===== src/rtl/tvpc_pkg.sv =====
package tvpc_pkg;

  localparam int AngW     = 9;
  localparam int TravW    = 8;
  localparam int TimeW    = 18;
  localparam int ProdW    = 28;
  localparam int MulW     = 18;
  localparam int DivNumW  = ProdW;
  localparam int DivDenW  = TimeW;
  localparam int DivCntW  = $clog2(DivNumW);

  localparam logic [DivCntW-1:0] DivLast   = DivCntW'(DivNumW - 1);
  localparam logic [TimeW-1:0]   TimeMax   = {TimeW{1'b1}};
  localparam logic [MulW-1:0]    TicksPerSec = MulW'(1000);
  localparam logic [AngW-1:0]    CalExtraSec = AngW'(2);

  localparam logic [AngW-1:0]  StartReset  = AngW'(0);
  localparam logic [AngW-1:0]  MaxReset    = AngW'(90);
  localparam logic [TravW-1:0] TravelReset = TravW'(30);

  typedef enum logic [2:0] {
    CmdTick      = 3'd0,
    CmdOpen      = 3'd1,
    CmdClose     = 3'd2,
    CmdHalf      = 3'd3,
    CmdSetTarget = 3'd4,
    CmdCalibrate = 3'd5
  } cmd_e;

  typedef enum logic [2:0] {
    StatCal    = 3'd0,
    StatMoving = 3'd1,
    StatOpen   = 3'd2,
    StatHalf   = 3'd3,
    StatClosed = 3'd4,
    StatOther  = 3'd5
  } status_e;

  typedef enum logic [1:0] {
    RegStart  = 2'd0,
    RegMax    = 2'd1,
    RegTravel = 2'd2,
    RegCalCw  = 2'd3
  } reg_idx_e;

  typedef enum logic [3:0] {
    StIdle,
    StLim,
    StCal,
    StMul1,
    StMul2,
    StDurGo,
    StDurWait,
    StDur,
    StMul3,
    StEstGo,
    StEstWait,
    StOut
  } state_e;

  typedef struct packed {
    logic               start;
    logic [DivNumW-1:0] num;
    logic [DivDenW-1:0] den;
  } div_req_t;

  typedef struct packed {
    logic               done;
    logic [DivNumW-1:0] quo;
  } div_rsp_t;

  // start + (max - start) / 2, quotient truncated toward zero
  function automatic logic [AngW-1:0] half_angle(input logic [AngW-1:0] s,
                                                 input logic [AngW-1:0] m);
    logic signed [AngW:0] d;
    logic signed [AngW:0] h;
    d = $signed({1'b0, m}) - $signed({1'b0, s});
    h = (d + $signed({{AngW{1'b0}}, d[AngW]})) >>> 1;
    return s + h[AngW-1:0];
  endfunction

endpackage


===== src/rtl/tvpc_div.sv =====
module tvpc_div (
  input  logic               clk_i,
  input  logic               rst_ni,
  input  tvpc_pkg::div_req_t req_i,
  output tvpc_pkg::div_rsp_t rsp_o
);
  import tvpc_pkg::*;

  logic [DivDenW-1:0] rem_q, rem_d;
  logic [DivNumW-1:0] quo_q, quo_d;
  logic [DivDenW-1:0] den_q, den_d;
  logic [DivCntW-1:0] cnt_q, cnt_d;
  logic               busy_q, busy_d;
  logic               done_q, done_d;
  logic [DivDenW:0]   trial;
  logic [DivDenW:0]   shifted;

  // one quotient bit per cycle, restoring
  always_comb begin
    shifted = {rem_q, quo_q[DivNumW-1]};
    trial   = shifted - {1'b0, den_q};
    rem_d   = rem_q;
    quo_d   = quo_q;
    den_d   = den_q;
    cnt_d   = cnt_q;
    busy_d  = busy_q;
    done_d  = 1'b0;
    if (req_i.start) begin
      rem_d  = '0;
      quo_d  = req_i.num;
      den_d  = req_i.den;
      cnt_d  = '0;
      busy_d = 1'b1;
    end else if (busy_q) begin
      if (!trial[DivDenW]) begin
        rem_d = trial[DivDenW-1:0];
        quo_d = {quo_q[DivNumW-2:0], 1'b1};
      end else begin
        rem_d = shifted[DivDenW-1:0];
        quo_d = {quo_q[DivNumW-2:0], 1'b0};
      end
      cnt_d = cnt_q + DivCntW'(1);
      if (cnt_q == DivLast) begin
        busy_d = 1'b0;
        done_d = 1'b1;
      end
    end
  end

  always_ff @(posedge clk_i or negedge rst_ni) begin
    if (!rst_ni) begin
      cnt_q  <= '0;
      busy_q <= 1'b0;
      done_q <= 1'b0;
    end else begin
      cnt_q  <= cnt_d;
      busy_q <= busy_d;
      done_q <= done_d;
    end
  end

  always_ff @(posedge clk_i) begin
    rem_q <= rem_d;
    quo_q <= quo_d;
    den_q <= den_d;
  end

  assign rsp_o.done = done_q;
  assign rsp_o.quo  = quo_q;

endmodule


===== src/rtl/timed_valve_position_controller.sv =====
// Channel  Direction  Handshake               Payload
// in       input      in_valid_i / in_stall_o  cmd_i, requested_angle_i
// out      output     out_valid_o / out_stall_i drives, angles, flags, status_code_o
// cfg      input      APB (psel, penable ...)  four registers at 4*index
//
// One word at a time: in_stall_o is high from acceptance until the result is
// loaded into the output register. A timed run adds further steps on the shared
// multiplier and up to two passes of the radix-2 divider (run duration, then
// interpolated angle). A pending output word does not block acceptance of the
// next word; the sequencer holds in its last step until the output register is
// free. Reset clears state and loads register defaults; no clearing pass.
module timed_valve_position_controller (
  input  logic                            clk_i,
  input  logic                            rst_ni,
  input  logic                            psel,
  input  logic                            penable,
  input  logic                            pwrite,
  input  logic [3:0]                      paddr,
  input  logic [31:0]                     pwdata,
  output logic [31:0]                     prdata,
  output logic                            pready,
  input  logic                            in_valid_i,
  output logic                            in_stall_o,
  input  logic [2:0]                      cmd_i,
  input  logic [tvpc_pkg::AngW-1:0]       requested_angle_i,
  output logic                            out_valid_o,
  input  logic                            out_stall_i,
  output logic                            open_drive_o,
  output logic                            close_drive_o,
  output logic [tvpc_pkg::AngW-1:0]       position_angle_o,
  output logic [tvpc_pkg::AngW-1:0]       estimated_angle_o,
  output logic [tvpc_pkg::AngW-1:0]       goal_angle_o,
  output logic                            moving_o,
  output logic                            is_opening_o,
  output logic                            is_closing_o,
  output logic                            is_calibrating_o,
  output logic [2:0]                      status_code_o
);
  import tvpc_pkg::*;

  // configuration
  logic [AngW-1:0]  start_q, max_q;
  logic [TravW-1:0] travel_q;
  logic             calcw_q;
  logic             cfg_wr;
  reg_idx_e         cfg_idx;

  // controller state
  state_e           state_q, state_d;
  logic [2:0]       cmd_q, cmd_d;
  logic [AngW-1:0]  req_q, req_d;
  logic [AngW-1:0]  settled_q, settled_d;
  logic [AngW-1:0]  target_q, target_d;
  logic [TimeW-1:0] elapsed_q, elapsed_d;
  logic             motion_q, motion_d;
  logic             dopen_q, dopen_d;
  logic             dclose_q, dclose_d;
  logic             calib_q, calib_d;
  logic [ProdW-1:0] prod_q, prod_d;
  logic [TimeW-1:0] dur_q, dur_d;
  logic [AngW-1:0]  amt_q, amt_d;

  // output register
  logic             out_valid_q, out_valid_d;
  logic             open_q, close_q, moving_q, opening_q, closing_q, calibrating_q;
  logic [AngW-1:0]  pos_q, est_q, goal_q;
  logic [2:0]       status_q;
  logic             out_load;

  // shared arithmetic
  logic [MulW-1:0]   mul_a, mul_b;
  logic [2*MulW-1:0] mul_p;
  div_req_t          div_req;
  div_rsp_t          div_rsp;

  logic [AngW-1:0]   diff, range_ang, half, req_clamp, est_val;
  logic signed [AngW+1:0] est_v, tgt_s;
  logic [TimeW-1:0]  dur_sat;
  status_e           status_val;

  assign pready  = 1'b1;
  assign cfg_wr  = psel && penable && pwrite;
  assign cfg_idx = reg_idx_e'(paddr[3:2]);

  always_comb begin
    unique case (cfg_idx)
      RegStart:  prdata = {{(32-AngW){1'b0}}, start_q};
      RegMax:    prdata = {{(32-AngW){1'b0}}, max_q};
      RegTravel: prdata = {{(32-TravW){1'b0}}, travel_q};
      RegCalCw:  prdata = {31'd0, calcw_q};
      default:   prdata = '0;
    endcase
  end

  always_ff @(posedge clk_i or negedge rst_ni) begin
    if (!rst_ni) begin
      start_q  <= StartReset;
      max_q    <= MaxReset;
      travel_q <= TravelReset;
      calcw_q  <= 1'b1;
    end else if (cfg_wr) begin
      unique case (cfg_idx)
        RegStart:  start_q  <= pwdata[AngW-1:0];
        RegMax:    max_q    <= pwdata[AngW-1:0];
        RegTravel: travel_q <= pwdata[TravW-1:0];
        RegCalCw:  calcw_q  <= pwdata[0];
        default:   ;
      endcase
    end
  end

  assign diff      = (settled_q > target_q) ? settled_q - target_q : target_q - settled_q;
  assign range_ang = (max_q > start_q) ? max_q - start_q : start_q - max_q;
  assign half      = half_angle(start_q, max_q);
  assign req_clamp = (req_q < start_q) ? start_q : ((req_q > max_q) ? max_q : req_q);
  assign dur_sat   = (|div_rsp.quo[ProdW-1:TimeW]) ? TimeMax : div_rsp.quo[TimeW-1:0];

  assign mul_p = mul_a * mul_b;

  tvpc_div u_div (
    .clk_i (clk_i),
    .rst_ni(rst_ni),
    .req_i (div_req),
    .rsp_o (div_rsp)
  );

  // interpolated angle, clamped so that it does not pass the target
  always_comb begin
    tgt_s = $signed({2'b00, target_q});
    if (dopen_q) begin
      est_v = $signed({2'b00, settled_q}) - $signed({2'b00, amt_q});
      if (est_v < tgt_s) est_v = tgt_s;
    end else begin
      est_v = $signed({2'b00, settled_q}) + $signed({2'b00, amt_q});
      if (est_v > tgt_s) est_v = tgt_s;
    end
    est_val = motion_q ? est_v[AngW-1:0] : settled_q;
  end

  always_comb begin
    if (calib_q)                 status_val = StatCal;
    else if (motion_q)           status_val = StatMoving;
    else if (settled_q == start_q) status_val = StatOpen;
    else if (settled_q == half)  status_val = StatHalf;
    else if (settled_q == max_q) status_val = StatClosed;
    else                         status_val = StatOther;
  end

  always_comb begin
    state_d     = state_q;
    cmd_d       = cmd_q;
    req_d       = req_q;
    settled_d   = settled_q;
    target_d    = target_q;
    elapsed_d   = elapsed_q;
    motion_d    = motion_q;
    dopen_d     = dopen_q;
    dclose_d    = dclose_q;
    calib_d     = calib_q;
    prod_d      = prod_q;
    dur_d       = dur_q;
    amt_d       = amt_q;
    out_valid_d = out_valid_q && out_stall_i;
    out_load    = 1'b0;
    mul_a       = '0;
    mul_b       = '0;
    div_req     = '0;

    unique case (state_q)
      StIdle: begin
        if (in_valid_i) begin
          cmd_d   = cmd_i;
          req_d   = requested_angle_i;
          state_d = StLim;
          case (cmd_i)
            CmdTick: begin
              if ((motion_q || calib_q) && elapsed_q != TimeMax) begin
                elapsed_d = elapsed_q + TimeW'(1);
              end
              if (!motion_q && !calib_q && settled_q != target_q) begin
                dopen_d   = settled_q > target_q;
                dclose_d  = !(settled_q > target_q);
                motion_d  = 1'b1;
                elapsed_d = '0;
              end
            end
            CmdOpen:  if (settled_q != start_q) target_d = start_q;
            CmdClose: if (settled_q != max_q) target_d = max_q;
            CmdHalf:  if (settled_q != half) target_d = half;
            CmdSetTarget: begin
              // clamp happens next cycle, from the held word
            end
            CmdCalibrate: begin
              motion_d  = 1'b0;
              dopen_d   = 1'b0;
              dclose_d  = 1'b0;
              calib_d   = 1'b1;
              elapsed_d = '0;
            end
            default: ;
          endcase
        end
      end
      StLim: begin
        if (cmd_q == CmdSetTarget && req_q != target_q) target_d = req_clamp;
        mul_a   = MulW'({1'b0, travel_q} + CalExtraSec);
        mul_b   = TicksPerSec;
        prod_d  = mul_p[ProdW-1:0];
        state_d = StCal;
      end
      StCal: begin
        if (calib_q && cmd_q == CmdTick && elapsed_q >= prod_q[TimeW-1:0]) begin
          calib_d   = 1'b0;
          settled_d = calcw_q ? start_q : max_q;
        end
        state_d = motion_q ? StMul1 : StOut;
      end
      StMul1: begin
        mul_a   = MulW'(diff);
        mul_b   = MulW'(travel_q);
        prod_d  = mul_p[ProdW-1:0];
        state_d = StMul2;
      end
      StMul2: begin
        mul_a   = prod_q[MulW-1:0];
        mul_b   = TicksPerSec;
        prod_d  = mul_p[ProdW-1:0];
        state_d = StDurGo;
      end
      StDurGo: begin
        if (range_ang == '0) begin
          dur_d   = '0;
          state_d = StDur;
        end else begin
          div_req.start = 1'b1;
          div_req.num   = prod_q;
          div_req.den   = DivDenW'(range_ang);
          state_d       = StDurWait;
        end
      end
      StDurWait: begin
        if (div_rsp.done) begin
          dur_d   = dur_sat;
          state_d = StDur;
        end
      end
      StDur: begin
        if (elapsed_q >= dur_q) begin
          amt_d = diff;
          if (cmd_q == CmdTick) begin
            // run is over: settle at the target
            motion_d  = 1'b0;
            dopen_d   = 1'b0;
            dclose_d  = 1'b0;
            settled_d = target_q;
          end
          state_d = StOut;
        end else begin
          state_d = StMul3;
        end
      end
      StMul3: begin
        mul_a   = elapsed_q;
        mul_b   = MulW'(diff);
        prod_d  = mul_p[ProdW-1:0];
        state_d = StEstGo;
      end
      StEstGo: begin
        div_req.start = 1'b1;
        // round up while opening
        div_req.num   = prod_q + (dopen_q ? ProdW'(dur_q - TimeW'(1)) : '0);
        div_req.den   = dur_q;
        state_d       = StEstWait;
      end
      StEstWait: begin
        if (div_rsp.done) begin
          amt_d   = div_rsp.quo[AngW-1:0];
          state_d = StOut;
        end
      end
      StOut: begin
        if (!out_valid_q || !out_stall_i) begin
          out_load    = 1'b1;
          out_valid_d = 1'b1;
          state_d     = StIdle;
        end
      end
      default: state_d = StIdle;
    endcase
  end

  always_ff @(posedge clk_i or negedge rst_ni) begin
    if (!rst_ni) begin
      state_q     <= StIdle;
      settled_q   <= '0;
      target_q    <= '0;
      elapsed_q   <= '0;
      motion_q    <= 1'b0;
      dopen_q     <= 1'b0;
      dclose_q    <= 1'b0;
      calib_q     <= 1'b0;
      out_valid_q <= 1'b0;
    end else begin
      state_q     <= state_d;
      settled_q   <= settled_d;
      target_q    <= target_d;
      elapsed_q   <= elapsed_d;
      motion_q    <= motion_d;
      dopen_q     <= dopen_d;
      dclose_q    <= dclose_d;
      calib_q     <= calib_d;
      out_valid_q <= out_valid_d;
    end
  end

  always_ff @(posedge clk_i) begin
    cmd_q  <= cmd_d;
    req_q  <= req_d;
    prod_q <= prod_d;
    dur_q  <= dur_d;
    amt_q  <= amt_d;
    if (out_load) begin
      open_q        <= (motion_q && dopen_q) || (calib_q && calcw_q);
      close_q       <= (motion_q && dclose_q) || (calib_q && !calcw_q);
      pos_q         <= settled_q;
      est_q         <= est_val;
      goal_q        <= target_q;
      moving_q      <= motion_q;
      opening_q     <= dopen_q;
      closing_q     <= dclose_q;
      calibrating_q <= calib_q;
      status_q      <= status_val;
    end
  end

  assign in_stall_o        = (state_q != StIdle);
  assign out_valid_o       = out_valid_q;
  assign open_drive_o      = open_q;
  assign close_drive_o     = close_q;
  assign position_angle_o  = pos_q;
  assign estimated_angle_o = est_q;
  assign goal_angle_o      = goal_q;
  assign moving_o          = moving_q;
  assign is_opening_o      = opening_q;
  assign is_closing_o      = closing_q;
  assign is_calibrating_o  = calibrating_q;
  assign status_code_o     = status_q;

endmodule


===== config.mk =====
export PLATFORM = sky130hd
export DESIGN_NAME = timed_valve_position_controller
export DESIGN_NICKNAME = d
export VERILOG_FILES = /design/src/rtl/tvpc_pkg.sv /design/src/rtl/tvpc_div.sv /design/src/rtl/timed_valve_position_controller.sv
export SDC_FILE = /design/constraint.sdc
export NUM_CORES = 1
export LEC_CHECK = 0
export BUFFER_PORTS_ARGS = -buffer_cell sky130_fd_sc_hd__buf_2
export CORE_ASPECT_RATIO = 0.7
export CORE_MARGIN = 2
export CORE_UTILIZATION = 50
export CTS_CLUSTER_DIAMETER = 80
export DETAILED_ROUTE_END_ITERATION = 16
export PLACE_DENSITY = 0.67
export SYNTH_ARGS = -nofsm -noshare
export SYNTH_HDL_FRONTEND = slang
export SYNTH_HIERARCHICAL = 1
export SYNTH_SLANG_ARGS = --single-unit
export TNS_END_PERCENT = 100

===== constraint.sdc =====
create_clock -name clk_i -period 13.7 [get_ports clk_i]
set_input_delay 1.37 -clock clk_i [delete_from_list [all_inputs] [get_ports clk_i]]
set_output_delay 1.37 -clock clk_i [all_outputs]
set_load 0.01 [all_outputs]

==> results.cfg, run 1 <==
[critical_path]
worst-path-max-fanout = 12
cpPeakStageDelay_ns = 1.20
cp.arrival_ns = 10.58
startpoint = settled_q[0]
r2r_cells = 30
cp.required_ns = 14.02
cp-endpoint = prod_q[26]
critPathKind = reg -> reg
reg2reg_from = settled_q[0]
cp-start-kind = flop
crit_path_top_delay_cell = a221oi_2
worst-r2r-setup-slack_ns = 3.44
end_kind = flop
regToRegEndpoint = prod_q[26]

[clock_tree]
cts_tree = yes
cts_resized = 0
cts_root_buffer = clkbuf_16
cts_num_sinks = 246
numCtsBuffers = 27
htree_num_levels = 1
clk_pin_slew_ns = 0.07
cts_buffer_depth = 3
cts.hold.buffers_added = 0
cts_setup_buffers = 0
insertion_delay_ns = 0.58

[timing]
maxSlewHeadroom = 0.0928
holdWs_ns = 0.489
post-route-period-util = 0.749
final-setup-viol-count = 0
rsz0062_at_grt = no
min_period_ns = 10.26
tightest_slew_ns = 1.36
tns_ns = 0
max_freq_mhz = 97.4
slew_violations = 0
skew_ns = 0.0150
finalHoldViolations = 0

[routing]
drt_iter0_drc = 2199
drt_wl_total_mm = 75.3
vias = 21000
post_drt_via_cell_ratio = 6.09
drt_pass1_iterations = 8
drc = 0
avgRoutedWirePerCell_um = 21.9
drtAntennaViolNets = 0

[power_and_ir_drop]
power_density_nw_per_um2 = 212
power_switching_mw = 2.83
vdd_drop_max_mv = 0.133
p_clk_frac = 0.129
total_power_mw = 5.66
p_leak_nw = 12.3
p_comb_frac = 0.609
p_sw_frac = 0.501
p_int_mw = 2.82
seqPwrFrac = 0.262

[grt]
grt_overflow = 0
grt_pass1_wl_mm = 118
grt_pass1_vias = 20300
grtUsageTotal = 0.294
antenna_found_initial = 2
grt_max_degree = 77

[final_layout]
syn2layout_area_growth_pct = 7.44
final_layout_size_suffix_gt1_frac = 0.0905
nNetsFinal = 3187

[synth]
async_flop_share = 0.321
syn-mean-instance-area_sq_um = 9.16
netlist_area_sq_um = 24900
ys_types = 98
ys_seq_area_frac = 0.275
ys.flop_type = edfxtp_1
synth_edf_count = 149
synth_seq_cells = 246
yosys_warnings = 6
synthCells = 2713

[die]
dieArea_sq_um = 51500
start_util = 0.505
io_pins = 126
dieHeight_um = 191
die_w_um = 270
core_area_sq_um = 49200
std_cell_rows = 68

[run_status]
status = completed

[hold_path]
hp-class = reg -> reg

[flow_run]
cap_violations = 0

[placement]
place_congestion = 0.982
dp_hpwl_mm = 59.7
port_buffers = 76
layout by cell type, fill, tap and decap left out, drive strengths merged, types with 22 or more instances in the layout:
cell type	instances
o211ai	25
and2	26
xnor2	97
o21ai	131
o21a	44
nand2	268
dfrtp	70
nand3	55
mux2i	61
inv	280
edfxtp	149
clkbuf	33
xor2	72
a22o	29
and3	22
a21oi	152
ha	243
a21o	50
nor2	219
buf	101
nand4	24
nor2b	28
nand2b	23
conb	24
fa	135
nor3	43
mux2	52
per-layer routing:
layer  GRT usage  vias up  part of all wire
li1            -     9606                 -
met3      0.0630       97              0.11
met2       0.413      978              0.39
met5           0        -                 0
met1       0.463    10300              0.48
met4      0.0501        0             0.016
worst min-delay path by stage:
stage / end / slack (ns) / depth (start not counted) / from
after CTS: u_div/rem_q[3] / 0.49 / 2 / u_div/rem_q[3]
after global placement: u_div/rem_q[1] / 0.47 / 2 / u_div/rem_q[1]
final: u_div/rem_q[14] / 0.49 / 2 / u_div/rem_q[14]
after floorplan: is_closing_o / 0.45 / 0 / dclose_q
after global routing: u_div/rem_q[15] / 0.52 / 2 / u_div/rem_q[15]
after detailed placement: u_div/rem_q[14] / 0.48 / 2 / u_div/rem_q[14]
cells in the mapped netlist, types with 13 or more instances:
cell type	number	share of area
inv_1	278	0.042
nand2_1	267	0.040
ha_1	243	0.12
nor2_1	219	0.033
a21oi_1	149	0.030
edfxtp_1	149	0.18
fa_1	135	0.11
o21ai_0	114	0.023
xnor2_1	96	0.034
xor2_1	72	0.025
dfrtp_1	70	0.070
mux2i_1	61	0.025
clkbuf_1	60	0.0091
nand3_1	55	0.011
mux2_2	52	0.024
a21o_1	50	0.015
o21a_1	44	0.013
nor3_1	43	0.0087
a22o_1	29	0.010
nor2b_1	28	0.0070
buf_4	27	0.0082
and2_1	25	0.0063
o211ai_1	25	0.0076
nand4_1	24	0.0060
nand2b_1	23	0.0058
and3_1	22	0.0055
a211oi_1	21	0.0063
o31ai_1	20	0.0060
dfxtp_1	18	0.014
nor4_1	18	0.0045
a31oi_1	16	0.0040
buf_2	16	0.0032
o21ai_1	15	0.0030
or3_1	13	0.0033
through the flow:
step / cell area, sq um / util / setup slack, ns / std cells
floorplan: 24900 / - / 5.53 / 2735
global placement: 25800 / 0.525 / 3.91 / 3390
detailed placement: 25800 / 0.525 / 3.70 / 3390
CTS: 26700 / 0.543 / 3.64 / 3440
global route: 26700 / 0.543 / 2.84 / 3440
finish: 26700 / 0.543 / 3.44 / 3441
registers in the layout, indices dropped and copies added (netlist names), 18 cells and up:
name	cells
u_div/den_q	18
u_div/rem_q	18
elapsed_q	18
dur_q	18
u_div/quo_q	28
prod_q	28
power by group through the flow:
stage	clock, mW	combinational (mW)	sequential, mW
finish	0.728	3.44	1.48
global route	0.768	3.76	1.50
CTS	0.739	3.36	1.46
detailed placement	0	3.34	1.47
global placement	0	3.28	1.47
floorplan	0	2.44	1.31
kinds of logic (layout without fill, tap and decap cells):
| family | after synthesis | in the layout | synth area share |
|---|---|---|---|
| other | 2 | 25 | 0.000302 |
| flip-flops | 246 | 246 | 0.275 |
| buffers and inverters | 389 | 429 | 0.0645 |
| adder cells (fa/ha/maj) | 378 | 378 | 0.231 |
| AO/OA/AOI/OAI | 628 | 628 | 0.171 |
| multiplexers | 114 | 114 | 0.0490 |
| AND/OR/NAND/NOR | 784 | 784 | 0.147 |
| XOR/XNOR | 172 | 172 | 0.0626 |
final cells by class:
| class | instances | area, sq um |
|---|---|---|
| diodes | 1 | 2.50 |
| clock inverters | 17 | 180 |
| repair buffers | 101 | 571 |
| well taps | 665 | 832 |
| clock buffers | 33 | 698 |
| multi-input cells | 2100 | 16600 |
| flip-flops and latches | 246 | 6820 |
| fillers | 4494 | 22500 |
| inverters | 278 | 1040 |
critical path: cells and delay by family, from the launching register on:
| kind | cells | cell delay, ns |
|---|---|---|
| buf+inv | 5 | 0.48 |
| flops | 1 | 0.67 |
| fa+ha+maj | 7 | 3.60 |
| simple gates | 5 | 1.29 |
| compound gates | 11 | 3.51 |
| xor+xnor | 2 | 0.44 |
(Power assumes the default switching activity.)
==> inputs of run 2 (changes only) <==
==> constraint.sdc (replaced) <==
create_clock -name clk_i -period 10.7 [get_ports clk_i]
set_input_delay 1.07 -clock clk_i [delete_from_list [all_inputs] [get_ports clk_i]]
set_output_delay 1.07 -clock clk_i [all_outputs]
set_load 0.01 [all_outputs]
==> results.cfg, run 2 (synthesis gave the netlist of run 1 again) <==
[clock_tree]
insertion_delay_ns = 0.58
cts_tree = yes
cts_setup_buffers = 0
cts_root_buffer = clkbuf_16
cts_resized = 0
clk_pin_slew_ns = 0.06
cts_num_sinks = 246
htree_num_levels = 1
cts.hold.buffers_added = 0
cts_buffer_depth = 3
numCtsBuffers = 27

[routing]
drt_pass1_iterations = 8
drt_wl_total_mm = 75.7
vias = 21000
post_drt_via_cell_ratio = 6.08
drtAntennaViolNets = 0
drc = 0
avgRoutedWirePerCell_um = 21.9
drt_iter0_drc = 2223

[timing]
skew_ns = 0.0190
tns_ns = 0
slew_violations = 0
post-route-period-util = 0.929
finalHoldViolations = 0
min_period_ns = 9.94
max_freq_mhz = 101
rsz0062_at_grt = no
maxSlewHeadroom = 0.171
tightest_slew_ns = 1.24
fin_ws_ns = 0.764
final-setup-viol-count = 0
holdWs_ns = 0.331

[power_and_ir_drop]
p_int_mw = 3.65
vdd_drop_max_mv = 0.154
seqPwrFrac = 0.253
power_switching_mw = 3.66
p_comb_frac = 0.618
power_density_nw_per_um2 = 273
p_sw_frac = 0.501
p_clk_frac = 0.130
p_leak_nw = 12.4

[die]
std_cell_rows = 68
dieHeight_um = 191
dieArea_sq_um = 51500
io_pins = 126
start_util = 0.505
core_area_sq_um = 49200
die_w_um = 270

[critical_path]
cp-start-kind = flop
critPathKind = reg -> reg
cp.arrival_ns = 10.25
cp.required_ns = 11.02
crit_path_top_delay_cell = o21ai_1
worst-r2r-setup-slack_ns = 0.76
r2r_cells = 29
cpPeakStageDelay_ns = 0.87
regToRegEndpoint = prod_q[26]
worst-path-max-fanout = 9
reg2reg_from = settled_q[4]
end_kind = flop
crit_top_cell = fa_1

[final_layout]
layout_commonest_cell = inv_1
top_regs = prod_q (28), u_div/quo_q (28)
nNetsFinal = 3194
diodes = 0
syn2layout_area_growth_pct = 7.70
layout_common_cells = 278 x inv_1, 267 x nand2_1, 243 x ha_1, 219 x nor2_1, 149 x edfxtp_1
final_layout_size_suffix_gt1_frac = 0.0927

[run_status]
status = completed

[grt]
antenna_found_initial = 0
grt_pass1_wl_mm = 117
grtUsageTotal = 0.294
grt_pass1_vias = 20000
grt_overflow = 0
grt_max_degree = 66

[placement]
dp_hpwl_mm = 60.4
place_congestion = 0.973
port_buffers = 76
pre_cts_ws_ns = 1.05

[flow_run]
cap_violations = 0

[hold_path]
hp-class = in -> async
## run 2: through the flow
step | cells | utilization | total power [mW] | instance area, sq um
after global routing | 3447 | 0.544 | 7.77 | 26800
after CTS | 3447 | 0.544 | 7.19 | 26800
final | 3447 | 0.544 | 7.31 | 26800
after detailed placement | 3397 | 0.526 | 6.21 | 25900
after floorplan | 2735 | - | 4.79 | 24900
after global placement | 3397 | 0.526 | 6.12 | 25900
## run 2: routing by layer
metal,global-route usage,part of all wire,vias up
met5,0,0,-
met1,0.468,0.48,10200
met2,0.411,0.39,1018
met3,0.0592,0.11,87
li1,-,-,9615
met4,0.0455,0.015,0
## run 2: worst max path at each step
stage | from | endpoint | depth (start not counted)
final | settled_q[4] | prod_q[26] | 29
after global routing | settled_q[4] | prod_q[26] | 29
after CTS | settled_q[4] | prod_q[26] | 29
after detailed placement | settled_q[4] | prod_q[26] | 29
after global placement | settled_q[4] | prod_q[26] | 31
after floorplan | settled_q[6] | prod_q[26] | 33
## run 2: power by group through the flow
stage / combinational (mW) / clock [mW] / sequential (mW)
6_report: 4.52 / 0.949 / 1.85
5_1_grt: 4.90 / 1.00 / 1.88
4_1_cts: 4.40 / 0.962 / 1.83
3_5_place_dp: 4.37 / 0 / 1.85
3_3_place_gp: 4.29 / 0 / 1.84
2_1_floorplan: 3.12 / 0 / 1.67
## run 2: cell type report
class / count / area (sq um)
clock buffers: 35 / 736
clock inverters: 15 / 159
fillers: 4540 / 22400
inverters: 278 / 1040
multi-input cells: 2100 / 16600
flip-flops and latches: 246 / 6820
well taps: 665 / 832
repair buffers: 108 / 623
## run 2: worst max-delay path: cells and delay by family, from the launching register on
family / cells / cell delay, ns
buf+inv: 4 / 0.39
flops: 1 / 0.71
xor+xnor: 2 / 0.40
simple gates: 6 / 1.39
fa+ha+maj: 7 / 3.48
compound gates: 10 / 3.30
